$ cat config.mk
export PLATFORM = sky130hd
export DESIGN_NAME = aes128_key_sched
export DESIGN_NICKNAME = d
export VERILOG_FILES = /design/src/rtl/core/aes128_pkg.sv /design/src/rtl/core/aes128_key_sched.sv
export SDC_FILE = /design/constraint.sdc
export NUM_CORES = 2
export LEC_CHECK = 0
export BUFFER_PORTS_ARGS = -buffer_cell sky130_fd_sc_hd__buf_4
export CAP_MARGIN = 20
export CORE_AREA = 2 2 603 605
export DETAILED_ROUTE_END_ITERATION = 8
export DIE_AREA = 0 0 605 607
export PLACE_DENSITY_LB_ADDON = 0.1
export SYNTH_ARGS = -nofsm -noshare
export SYNTH_HDL_FRONTEND = slang
export SYNTH_SLANG_ARGS = --single-unit
$ cat constraint.sdc
create_clock -name clk -period 9.79 [get_ports clk]
set_input_delay 1.958 -clock clk [delete_from_list [all_inputs] [get_ports clk]]
set_output_delay 1.958 -clock clk [all_outputs]
set_load 0.02 [all_outputs]
$ cat src/rtl/core/aes128_pkg.sv
`timescale 1ns / 1ps
// ----------------------------------------------------------------------------
// AES-128 package
// Shared types, constants and round functions for the AES-128 ECB core.
// ----------------------------------------------------------------------------
package aes128_pkg;

	localparam int NumRounds = 10;
	localparam int NumRk     = NumRounds + 1;

	// Configuration register indexes
	localparam logic [1:0] REG_KEY_HIGH = 2'd0;
	localparam logic [1:0] REG_KEY_LOW  = 2'd1;
	localparam logic [1:0] REG_DECRYPT  = 2'd2;

	localparam logic [7:0] GF_REDUCE = 8'h1b;

	typedef logic [127:0] block_t;
	typedef logic [7:0]   byte_t;

	// Flags that travel alongside the data through the cell row
	typedef struct packed {
		logic valid;
		logic decrypt;
	} ctl_t;

	localparam byte_t FWD_SBOX [256] = '{
	8'h63,8'h7c,8'h77,8'h7b,8'hf2,8'h6b,8'h6f,8'hc5,8'h30,8'h01,8'h67,8'h2b,8'hfe,8'hd7,8'hab,8'h76,
	8'hca,8'h82,8'hc9,8'h7d,8'hfa,8'h59,8'h47,8'hf0,8'had,8'hd4,8'ha2,8'haf,8'h9c,8'ha4,8'h72,8'hc0,
	8'hb7,8'hfd,8'h93,8'h26,8'h36,8'h3f,8'hf7,8'hcc,8'h34,8'ha5,8'he5,8'hf1,8'h71,8'hd8,8'h31,8'h15,
	8'h04,8'hc7,8'h23,8'hc3,8'h18,8'h96,8'h05,8'h9a,8'h07,8'h12,8'h80,8'he2,8'heb,8'h27,8'hb2,8'h75,
	8'h09,8'h83,8'h2c,8'h1a,8'h1b,8'h6e,8'h5a,8'ha0,8'h52,8'h3b,8'hd6,8'hb3,8'h29,8'he3,8'h2f,8'h84,
	8'h53,8'hd1,8'h00,8'hed,8'h20,8'hfc,8'hb1,8'h5b,8'h6a,8'hcb,8'hbe,8'h39,8'h4a,8'h4c,8'h58,8'hcf,
	8'hd0,8'hef,8'haa,8'hfb,8'h43,8'h4d,8'h33,8'h85,8'h45,8'hf9,8'h02,8'h7f,8'h50,8'h3c,8'h9f,8'ha8,
	8'h51,8'ha3,8'h40,8'h8f,8'h92,8'h9d,8'h38,8'hf5,8'hbc,8'hb6,8'hda,8'h21,8'h10,8'hff,8'hf3,8'hd2,
	8'hcd,8'h0c,8'h13,8'hec,8'h5f,8'h97,8'h44,8'h17,8'hc4,8'ha7,8'h7e,8'h3d,8'h64,8'h5d,8'h19,8'h73,
	8'h60,8'h81,8'h4f,8'hdc,8'h22,8'h2a,8'h90,8'h88,8'h46,8'hee,8'hb8,8'h14,8'hde,8'h5e,8'h0b,8'hdb,
	8'he0,8'h32,8'h3a,8'h0a,8'h49,8'h06,8'h24,8'h5c,8'hc2,8'hd3,8'hac,8'h62,8'h91,8'h95,8'he4,8'h79,
	8'he7,8'hc8,8'h37,8'h6d,8'h8d,8'hd5,8'h4e,8'ha9,8'h6c,8'h56,8'hf4,8'hea,8'h65,8'h7a,8'hae,8'h08,
	8'hba,8'h78,8'h25,8'h2e,8'h1c,8'ha6,8'hb4,8'hc6,8'he8,8'hdd,8'h74,8'h1f,8'h4b,8'hbd,8'h8b,8'h8a,
	8'h70,8'h3e,8'hb5,8'h66,8'h48,8'h03,8'hf6,8'h0e,8'h61,8'h35,8'h57,8'hb9,8'h86,8'hc1,8'h1d,8'h9e,
	8'he1,8'hf8,8'h98,8'h11,8'h69,8'hd9,8'h8e,8'h94,8'h9b,8'h1e,8'h87,8'he9,8'hce,8'h55,8'h28,8'hdf,
	8'h8c,8'ha1,8'h89,8'h0d,8'hbf,8'he6,8'h42,8'h68,8'h41,8'h99,8'h2d,8'h0f,8'hb0,8'h54,8'hbb,8'h16};

	localparam byte_t INV_SBOX [256] = '{
	8'h52,8'h09,8'h6a,8'hd5,8'h30,8'h36,8'ha5,8'h38,8'hbf,8'h40,8'ha3,8'h9e,8'h81,8'hf3,8'hd7,8'hfb,
	8'h7c,8'he3,8'h39,8'h82,8'h9b,8'h2f,8'hff,8'h87,8'h34,8'h8e,8'h43,8'h44,8'hc4,8'hde,8'he9,8'hcb,
	8'h54,8'h7b,8'h94,8'h32,8'ha6,8'hc2,8'h23,8'h3d,8'hee,8'h4c,8'h95,8'h0b,8'h42,8'hfa,8'hc3,8'h4e,
	8'h08,8'h2e,8'ha1,8'h66,8'h28,8'hd9,8'h24,8'hb2,8'h76,8'h5b,8'ha2,8'h49,8'h6d,8'h8b,8'hd1,8'h25,
	8'h72,8'hf8,8'hf6,8'h64,8'h86,8'h68,8'h98,8'h16,8'hd4,8'ha4,8'h5c,8'hcc,8'h5d,8'h65,8'hb6,8'h92,
	8'h6c,8'h70,8'h48,8'h50,8'hfd,8'hed,8'hb9,8'hda,8'h5e,8'h15,8'h46,8'h57,8'ha7,8'h8d,8'h9d,8'h84,
	8'h90,8'hd8,8'hab,8'h00,8'h8c,8'hbc,8'hd3,8'h0a,8'hf7,8'he4,8'h58,8'h05,8'hb8,8'hb3,8'h45,8'h06,
	8'hd0,8'h2c,8'h1e,8'h8f,8'hca,8'h3f,8'h0f,8'h02,8'hc1,8'haf,8'hbd,8'h03,8'h01,8'h13,8'h8a,8'h6b,
	8'h3a,8'h91,8'h11,8'h41,8'h4f,8'h67,8'hdc,8'hea,8'h97,8'hf2,8'hcf,8'hce,8'hf0,8'hb4,8'he6,8'h73,
	8'h96,8'hac,8'h74,8'h22,8'he7,8'had,8'h35,8'h85,8'he2,8'hf9,8'h37,8'he8,8'h1c,8'h75,8'hdf,8'h6e,
	8'h47,8'hf1,8'h1a,8'h71,8'h1d,8'h29,8'hc5,8'h89,8'h6f,8'hb7,8'h62,8'h0e,8'haa,8'h18,8'hbe,8'h1b,
	8'hfc,8'h56,8'h3e,8'h4b,8'hc6,8'hd2,8'h79,8'h20,8'h9a,8'hdb,8'hc0,8'hfe,8'h78,8'hcd,8'h5a,8'hf4,
	8'h1f,8'hdd,8'ha8,8'h33,8'h88,8'h07,8'hc7,8'h31,8'hb1,8'h12,8'h10,8'h59,8'h27,8'h80,8'hec,8'h5f,
	8'h60,8'h51,8'h7f,8'ha9,8'h19,8'hb5,8'h4a,8'h0d,8'h2d,8'he5,8'h7a,8'h9f,8'h93,8'hc9,8'h9c,8'hef,
	8'ha0,8'he0,8'h3b,8'h4d,8'hae,8'h2a,8'hf5,8'hb0,8'hc8,8'heb,8'hbb,8'h3c,8'h83,8'h53,8'h99,8'h61,
	8'h17,8'h2b,8'h04,8'h7e,8'hba,8'h77,8'hd6,8'h26,8'he1,8'h69,8'h14,8'h63,8'h55,8'h21,8'h0c,8'h7d};

	localparam byte_t RCON [NumRk] = '{
	8'h00,8'h01,8'h02,8'h04,8'h08,8'h10,8'h20,8'h40,8'h80,8'h1b,8'h36};

	function automatic byte_t xtime(input byte_t b);
		return {b[6:0], 1'b0} ^ (b[7] ? GF_REDUCE : 8'h00);
	endfunction

	// Byte i of the block sits at bits 127-8i..120-8i (column-major state)
	function automatic byte_t get_byte(input block_t s, input int i);
		return s[127 - 8*i -: 8];
	endfunction

	function automatic block_t sub_shift(input block_t s, input logic inv);
		block_t t;
		byte_t b;
		t = '0;
		for (int r = 0; r < 4; r++) begin
			for (int c = 0; c < 4; c++) begin
				if (inv) begin
					b = INV_SBOX[get_byte(s, 4*c + r)];
					t[127 - 8*(4*((c + r) % 4) + r) -: 8] = b;
				end else begin
					b = FWD_SBOX[get_byte(s, 4*((c + r) % 4) + r)];
					t[127 - 8*(4*c + r) -: 8] = b;
				end
			end
		end
		return t;
	endfunction

	function automatic block_t mix_cols(input block_t s, input logic inv);
		block_t t;
		byte_t a [4];
		byte_t x2 [4];
		byte_t x4 [4];
		byte_t x8 [4];
		byte_t m0, m1, m2, m3;
		t = '0;
		for (int c = 0; c < 4; c++) begin
			for (int r = 0; r < 4; r++) begin
				a[r]  = get_byte(s, 4*c + r);
				x2[r] = xtime(a[r]);
				x4[r] = xtime(x2[r]);
				x8[r] = xtime(x4[r]);
			end
			for (int r = 0; r < 4; r++) begin
				if (inv) begin
					m0 = x8[r] ^ x4[r] ^ x2[r];
					m1 = x8[(r+1)%4] ^ x2[(r+1)%4] ^ a[(r+1)%4];
					m2 = x8[(r+2)%4] ^ x4[(r+2)%4] ^ a[(r+2)%4];
					m3 = x8[(r+3)%4] ^ a[(r+3)%4];
				end else begin
					m0 = x2[r];
					m1 = x2[(r+1)%4] ^ a[(r+1)%4];
					m2 = a[(r+2)%4];
					m3 = a[(r+3)%4];
				end
				t[127 - 8*(4*c + r) -: 8] = m0 ^ m1 ^ m2 ^ m3;
			end
		end
		return t;
	endfunction

	// One key-schedule step: next round key from the previous one
	function automatic block_t next_key(input block_t k, input int rnd);
		logic [31:0] w [4];
		logic [31:0] t;
		for (int i = 0; i < 4; i++) w[i] = k[127 - 32*i -: 32];
		t = {w[3][23:0], w[3][31:24]};
		t = {FWD_SBOX[t[31:24]], FWD_SBOX[t[23:16]], FWD_SBOX[t[15:8]], FWD_SBOX[t[7:0]]}
			^ {RCON[rnd], 24'h0};
		w[0] = w[0] ^ t;
		w[1] = w[1] ^ w[0];
		w[2] = w[2] ^ w[1];
		w[3] = w[3] ^ w[2];
		return {w[0], w[1], w[2], w[3]};
	endfunction

endpackage

$ cat src/rtl/core/aes128_key_sched.sv
`timescale 1ns / 1ps
// ----------------------------------------------------------------------------
// AES-128 key schedule
// Sweeps the ten round-key steps in turn after a key write and holds
// all eleven round keys in registers.
// ----------------------------------------------------------------------------
module aes128_key_sched
	import aes128_pkg::*;
(
	input  logic   clk,
	input  logic   arst_n,
	input  logic   load,
	input  block_t key,
	output block_t round_key [NumRk],
	output logic   busy
);

	localparam int CntW = $clog2(NumRk);

	block_t          rk_q [NumRk];
	logic [CntW-1:0] step_q;
	logic            busy_q;

	// Key write restarts the sweep; one round key per cycle
	always_ff @(posedge clk or negedge arst_n) begin
		if (!arst_n) begin
			step_q <= CntW'(1);
			busy_q <= 1'b1;
			rk_q   <= '{default: '0};
		end else if (load) begin
			rk_q[0] <= key;
			step_q  <= CntW'(1);
			busy_q  <= 1'b1;
		end else if (busy_q) begin
			rk_q[step_q] <= next_key(rk_q[step_q - CntW'(1)], int'(step_q));
			if (step_q == CntW'(NumRounds)) busy_q <= 1'b0;
			step_q <= step_q + CntW'(1);
		end
	end

	assign round_key = rk_q;
	assign busy      = busy_q;

endmodule

# Word level (Yosys, flattened, before mapping)
# Memory sizes are Yosys's and may differ from the RTL's.
# Cells that the tools add are included.
# totals
register_bits	1413
mem_bits_ro	8320
inputBits	131
out_inout_bits	1409
wordCells	68
n_memories	5
# op_classes
addsub	2
magnitude_cmp	8
eq_ne	1
n_mux	23
bitwise_logic	13
n_reduce_logical	3
# mem_list
name	depth	width	rd	rd_clocked_by_memory_dff	write_ports	line	rtl
(no name shown)	256	8	1	0	0	aes128_pkg.sv:132	t = {FWD_SBOX[t[31:24]], FWD_SBOX[t[23:16]], FWD_SBOX[t[15:8]], FWD_SBOX[t[7:0]]}
(no name shown)	256	8	1	0	0	aes128_pkg.sv:132	
(no name shown)	256	8	1	0	0	aes128_pkg.sv:132	
(no name shown)	256	8	1	0	0	aes128_pkg.sv:132	
(no name shown)	16	8	1	0	0	aes128_pkg.sv:133	^ {RCON[rnd], 24'h0};
# op_table
cell	count
bitwise mux 1408 bit	1
two-way mux 1408 bit	1
binary-select mux 128 bit (select 4 bit)	1
demux 128 bit (select 4 bit)	1
two-way mux 128 bit	4
bitwise XOR 32 bit	5
two-way mux 8 bit	10
>= comparator 9 bit (second input constant)	4
NOT 8 -> 9 bit	4
>= comparator 32 x 5 -> 1 bit (second input constant)	1
NOT 4 -> 32 bit	1
>= comparator 5 bit (second input constant)	2
NOT 4 -> 5 bit	2
two-way mux 4 bit	2
less-than comparator 5 x 1 -> 1 bit (second input constant)	1
adder 4 x 1 -> 4 bit (second input constant)	1
equality test 4 bit (second input constant)	1
subtractor 4 x 1 -> 4 bit (second input constant)	1
two-way mux 1 bit	3
AND reduction 2 bit	1
nonzero test 2 bit	1
logical AND 1 bit	1
NOT 1 bit	1

# Depth between registers and ports, before layout
# depth
word_depth	17
ltp_mapped	34
mapped_depth_nobuf	19

# Worst setup path after synthesis
# No wires, ideal clock.
# synth_path
kind	reg-to-reg
from	register step_q[0]
to	register rk_q, in the netlist round_key[811]
setup_time_ns	0.133
arrival_ns	7.120
required_time_ns	9.657
path_slack_ns	2.537
path_stages_with_launch	33
n_path_buf	14
period_less_slack_ns	7.253
path_cell_list	dfstp_2 > buf_6 > inv_1 > clkbuf_1 > buf_2 > buf_1 > clkbuf_1 > clkbuf_1 > clkbuf_1 > clkbuf_1 > ha_1 > buf_4 > buf_6 > buf_8 > buf_6 > mux2i_1 > a311oi_1 > nand4_1 > nand2_1 > clkbuf_1 > ha_1 > inv_1 > a211oi_1 > a211oi_1 > a311o_1 > o21ai_1 > a2111oi_2 > a211oi_2 > xnor2_1 > xor2_1 > xor2_1 > buf_2 > o21ai_0
# synth_via
elab_chain_cells	14
elab_cells_between_ends	20
classes_between	add/sub: 1; order compare: 2; mux: 8; bitwise: 7; reduce/logical: 1; memory: 1
# synth_rtl
element	line	rtl
start, declared	aes128_key_sched.sv:21	logic [CntW-1:0] step_q;
start signal, assigned	aes128_key_sched.sv:27	step_q <= CntW'(1);
start signal, assigned	aes128_key_sched.sv:32	step_q <= CntW'(1);
start signal, assigned	aes128_key_sched.sv:37	step_q <= step_q + CntW'(1);
subtractor 4 x 1 -> 4 bit	aes128_key_sched.sv:35	rk_q[step_q] <= next_key(rk_q[step_q - CntW'(1)], int'(step_q));
NOT 4 -> 5 bit (implied by the code)	aes128_key_sched.sv:35	
binary-select mux 128 bit (select 4 bit)	aes128_key_sched.sv:35	
two-way mux 128 bit (implied by the code) (2 in a row)	aes128_key_sched.sv:35	
NOT 8 -> 9 bit (implied by the code)	aes128_pkg.sv:132	
memory (256 x 8 bit)	--	
two-way mux 8 bit (implied by the code) (2 in a row)	aes128_pkg.sv:132	
bitwise XOR 32 bit	aes128_pkg.sv:133	
bitwise XOR 32 bit	aes128_pkg.sv:134	w[0] = w[0] ^ t;
bitwise XOR 32 bit	aes128_pkg.sv:135	w[1] = w[1] ^ w[0];
bitwise XOR 32 bit	aes128_pkg.sv:136	w[2] = w[2] ^ w[1];
bitwise mux 1408 bit (*)	aes128_key_sched.sv:35	
end signal, assigned by index	aes128_key_sched.sv:35	
end, declared	aes128_key_sched.sv:20	block_t rk_q [NumRk];
# Mark *: on every way between the ends. The rest lies on a longest branch, timed or not. The select of a mux whose other input is x is not followed.
# A chain may end at the register's enable or synchronous reset.

# Worst setup path in the final report
# layout_path
from	register step_q[0]
to	register rk_q, in the netlist round_key[285]
# layout_via
elab_chain_cells	15
elab_cells_between_ends	25
classes_between	add/sub: 1; order compare: 2; mux: 10; bitwise: 9; reduce/logical: 1; memory: 2
# layout_rtl
element	line	rtl
subtractor 4 x 1 -> 4 bit	aes128_key_sched.sv:35	
NOT 4 -> 5 bit (implied by the code)	aes128_key_sched.sv:35	
binary-select mux 128 bit (select 4 bit)	aes128_key_sched.sv:35	
two-way mux 128 bit (implied by the code) (2 in a row)	aes128_key_sched.sv:35	
NOT 8 -> 9 bit (implied by the code)	aes128_pkg.sv:132	
memory (256 x 8 bit)	--	
two-way mux 8 bit (implied by the code) (2 in a row)	aes128_pkg.sv:132	
bitwise XOR 32 bit	aes128_pkg.sv:133	
bitwise XOR 32 bit	aes128_pkg.sv:134	
bitwise XOR 32 bit	aes128_pkg.sv:135	
bitwise XOR 32 bit	aes128_pkg.sv:136	
bitwise XOR 32 bit	aes128_pkg.sv:137	w[3] = w[3] ^ w[2];
bitwise mux 1408 bit (*)	aes128_key_sched.sv:35	
# Marks and branches as above.

==> summary.txt <==
Route
  • DRC Markers: 0
  • WL final: 601 mm
  • Remaining antenna violation count: 0
  • DR vias: 80,200
  • WL/cell: 40.2 µm
  • Drt via density: 5.35
  • DRT Pass-1 Iters: 6
  • First DRT Iteration DRCs: 8,452

STA
  • Worst setup margin: 0.701 ns
  • Worst Max-Slew Pin Slew: 1.65 ns
  • Clk_skew: 0.117 ns
  • Fmax achieved: 0.110 GHz
  • Setup Viol. Count Final: 0
  • Final Slew Violations: 136
  • Fin Setup TNS: 0 ns
  • Final period demand of the worst path: 9.09 ns
  • Final period util: 0.928
  • Worst relative slew slack: -0.0988
  • Hold Vio Cnt, Final: 0
  • Unrepaired setup endpoints after global routing: no

Synth
  • Ys async rst share: 1.00
  • Post-Synth Simple-Gate Area: 0.140
  • Post-synth EDFFs: 0
  • Top_reg_cell synth: dfrtp_1
  • Register area share after synthesis: 0.445
  • Adder-cell share of the synthesized area: 0.0100
  • Post-synthesis xor/xnor area fraction: 0.0254
  • Synthesized Nets: 8,974
  • Avg Inst Size Synth: 9.05 µm²
  • Multiplexer share of the synthesized area: 0.104
  • Distinct cells, synth: 117
  • Post-synthesis compound-gate area fraction: 0.221
  • Flops & latches, synth: 1,413
  • Post-Syn Area: 79,500 µm²
  • Yosys warning count: 0
  • Largest family of logic cells by synthesized area: compound AO/OA/AOI/OAI gates
  • Cells after Synth: 8,780

Worst setup path
  • CP Class: reg2reg
  • Critical Path RT: 10.44 ns
  • Setup crit start: step_q[0]$_DFFE_PN1P_
  • Crit path DAT: 9.74 ns
  • Critical path launch point type: register
  • Critical R2R Launch: step_q[0]$_DFFE_PN1P_
  • Worst setup EP type: register
  • Peak fanout along the critical path: 41

Clock network
  • CTS hold repair buffers: 0
  • Clk pin slew, worst setup/hold paths: 0.06 ns
  • Total clock sinks: 1,413
  • TritonCTS buffer count: 182
  • Root buf cell: clkbuf_16
  • Post-CTS setup buffer count: 0
  • Clk_lat worst skew: 0.94 ns
  • CTS Buffer Depth: 4
  • CTS H-tree depth: 4
  • Post-cts sizing count: 0
  • CTS tree: done

Global routing
  • GRT Total Usage: 0.317
  • First-pass GRT wire length: 789 mm
  • Largest net degree at the start of global routing: 170
  • Overflow after GRT: 0
  • Vias in the first global route: 78,200
  • Initial antenna violation count: 34

Placement
  • Post-Place Setup Slack: 0.933 ns
  • Post-DP HPWL: 452 mm
  • IO buf count: 1,539
  • Routability Congestion: 0.985

Die
  • I/O Pins: 1,540
  • DIE WIDTH: 605 µm
  • Starting Density: 0.220
  • Die span in y: 607 µm
  • Die Area: 367,000 µm²
  • CORE AREA: 361,000 µm²
  • FP Rows: 221

Final layout
  • Area grow syn2layout: 30.7%
  • Post-layout util: 0.288
  • Ratio of cells with drive above 1 in the final layout: 0.269
  • Nets: 10,200

Outcome
  • Status: complete, but fails checks
  • Failing checks: max-slew violations

Run
  • MaxCap Viol Count: 0

Hold path
  • Hold Path Origin: round_key[1203]$_DFFE_PN0P_
  • Hold WC Path Type: reg2reg
[cells in the final DEF, fill, tap and decap left out, drive strengths merged, types with 22 or more instances in the layout]
cell type and instances:
a211oi 91, a2111oi 26, a22oi 140, mux2 30
o21ai 1597, o311ai 48, o221ai 30, o211ai 103
o2111ai 24, a311oi 66, a21oi 318, nor2 329
o22ai 40, nor3 116, clkbuf 283, nor4 22
o31ai 26, clkinv 31, xor2 77, a221oi 51
nand3 222, xnor2 141, dfrtp 1411, inv 54
mux2i 265, ha 63, mux4 234, buf 1969
nand2 1890, a31oi 110
[synth_stat cells (all sizes together) (17+ instances only)]
cell type,n,area share
nand2,1890,0.089
o21ai,1597,0.10
dfrtp,1411,0.44
clkbuf,577,0.027
buf,333,0.025
nor2,329,0.016
a21oi,318,0.021
mux2i,265,0.033
mux4,234,0.066
nand3,222,0.014
xnor2,141,0.017
a22oi,140,0.013
nor3,116,0.0074
a31oi,110,0.0091
o211ai,103,0.010
a211oi,91,0.0087
xor2,77,0.0089
a311oi,66,0.0076
ha,63,0.0099
a221oi,51,0.0059
inv,50,0.0024
o311ai,48,0.0053
o22ai,40,0.0036
mux2,30,0.0043
o221ai,30,0.0035
a2111oi,26,0.0030
o31ai,26,0.0025
o2111ai,24,0.0026
nor4,22,0.0020
or3,20,0.0016
nand4,19,0.0015
a222oi,18,0.0023
nor2b,18,0.0014
a21o,17,0.0016
[final cells by class]
class                   instances  area, µm²
fillers                     38200     257000
clock inverters                43        543
inverters                      51        201
repair buffers               1971      15200
diodes                         19       47.5
well taps                    4794       6000
flip-flops and latches       1413      35400
multi-input cells            6406      41100
clock buffers                 281       5500
[critical path: stages (launching register included)]
cell,delay [ns]
dfstp_4,0.66
inv_8,0.13
ha_4,0.83
nor2b_4,0.62
buf_4,0.34
nand2_1,0.10
a21oi_1,0.38
nor2_2,0.05
buf_4,0.20
inv_1,0.06
buf_4,0.37
ha_1,0.93
nand3_1,0.85
nor3b_1,0.43
a311o_1,0.36
a221oi_1,0.34
o221ai_2,0.39
or4_1,0.68
o211ai_2,0.69
a221oi_1,0.22
[sequential cells by signal, indices dropped and copies added (netlist names)]
register	count
round_key	1408
busy	1
step_q	4
[cells by family (layout without fill, tap and decap cells)]
logic type | count (synthesis) | count (layout)
other cells | 0 | 19
mux | 529 | 529
xor+xnor | 218 | 218
fa+ha+maj | 64 | 64
buf+inv | 961 | 2346
flops | 1413 | 1413
compound gates | 2879 | 2879
simple gates | 2716 | 2716
[worst paths after layout]
check                                              end  slack [ns]  cells past startpoint
setup / recovery            round_key[285]$_DFFE_PN0P_        0.70                     19
hold / removal             round_key[1203]$_DFFE_PN0P_        0.50                      2
setup reg to reg            round_key[285]$_DFFE_PN0P_        0.70                     19
hold reg to reg            round_key[1203]$_DFFE_PN0P_        0.50                      2
max in group asynchronous   round_key[661]$_DFFE_PN0P_        6.40                      3
min in group asynchronous  round_key[1102]$_DFFE_PN0P_        0.97                      1
[through the flow]
stage	instance area [µm²]	hold slack, ns	instances
6_report	104000	0.503	15000
3_3_place_gp	97500	0.482	14600
5_1_grt	104000	0.531	15000
4_1_cts	104000	0.503	15000
2_1_floorplan	79500	0.600	8780
3_5_place_dp	97800	0.486	14600
[layer usage]
layer / vias up / routed length, µm / track usage
met5: - / 83 / 0
met4: 12 / 32600 / 0.147
met3: 777 / 47200 / 0.0836
met2: 3536 / 281000 / 0.518
met1: 41700 / 241000 / 0.389
li1: 34100 / - / -
Power is left out: the tool's default activity adds up to more than one toggle a clock period on the data nets, which glitch-free logic cannot reach.
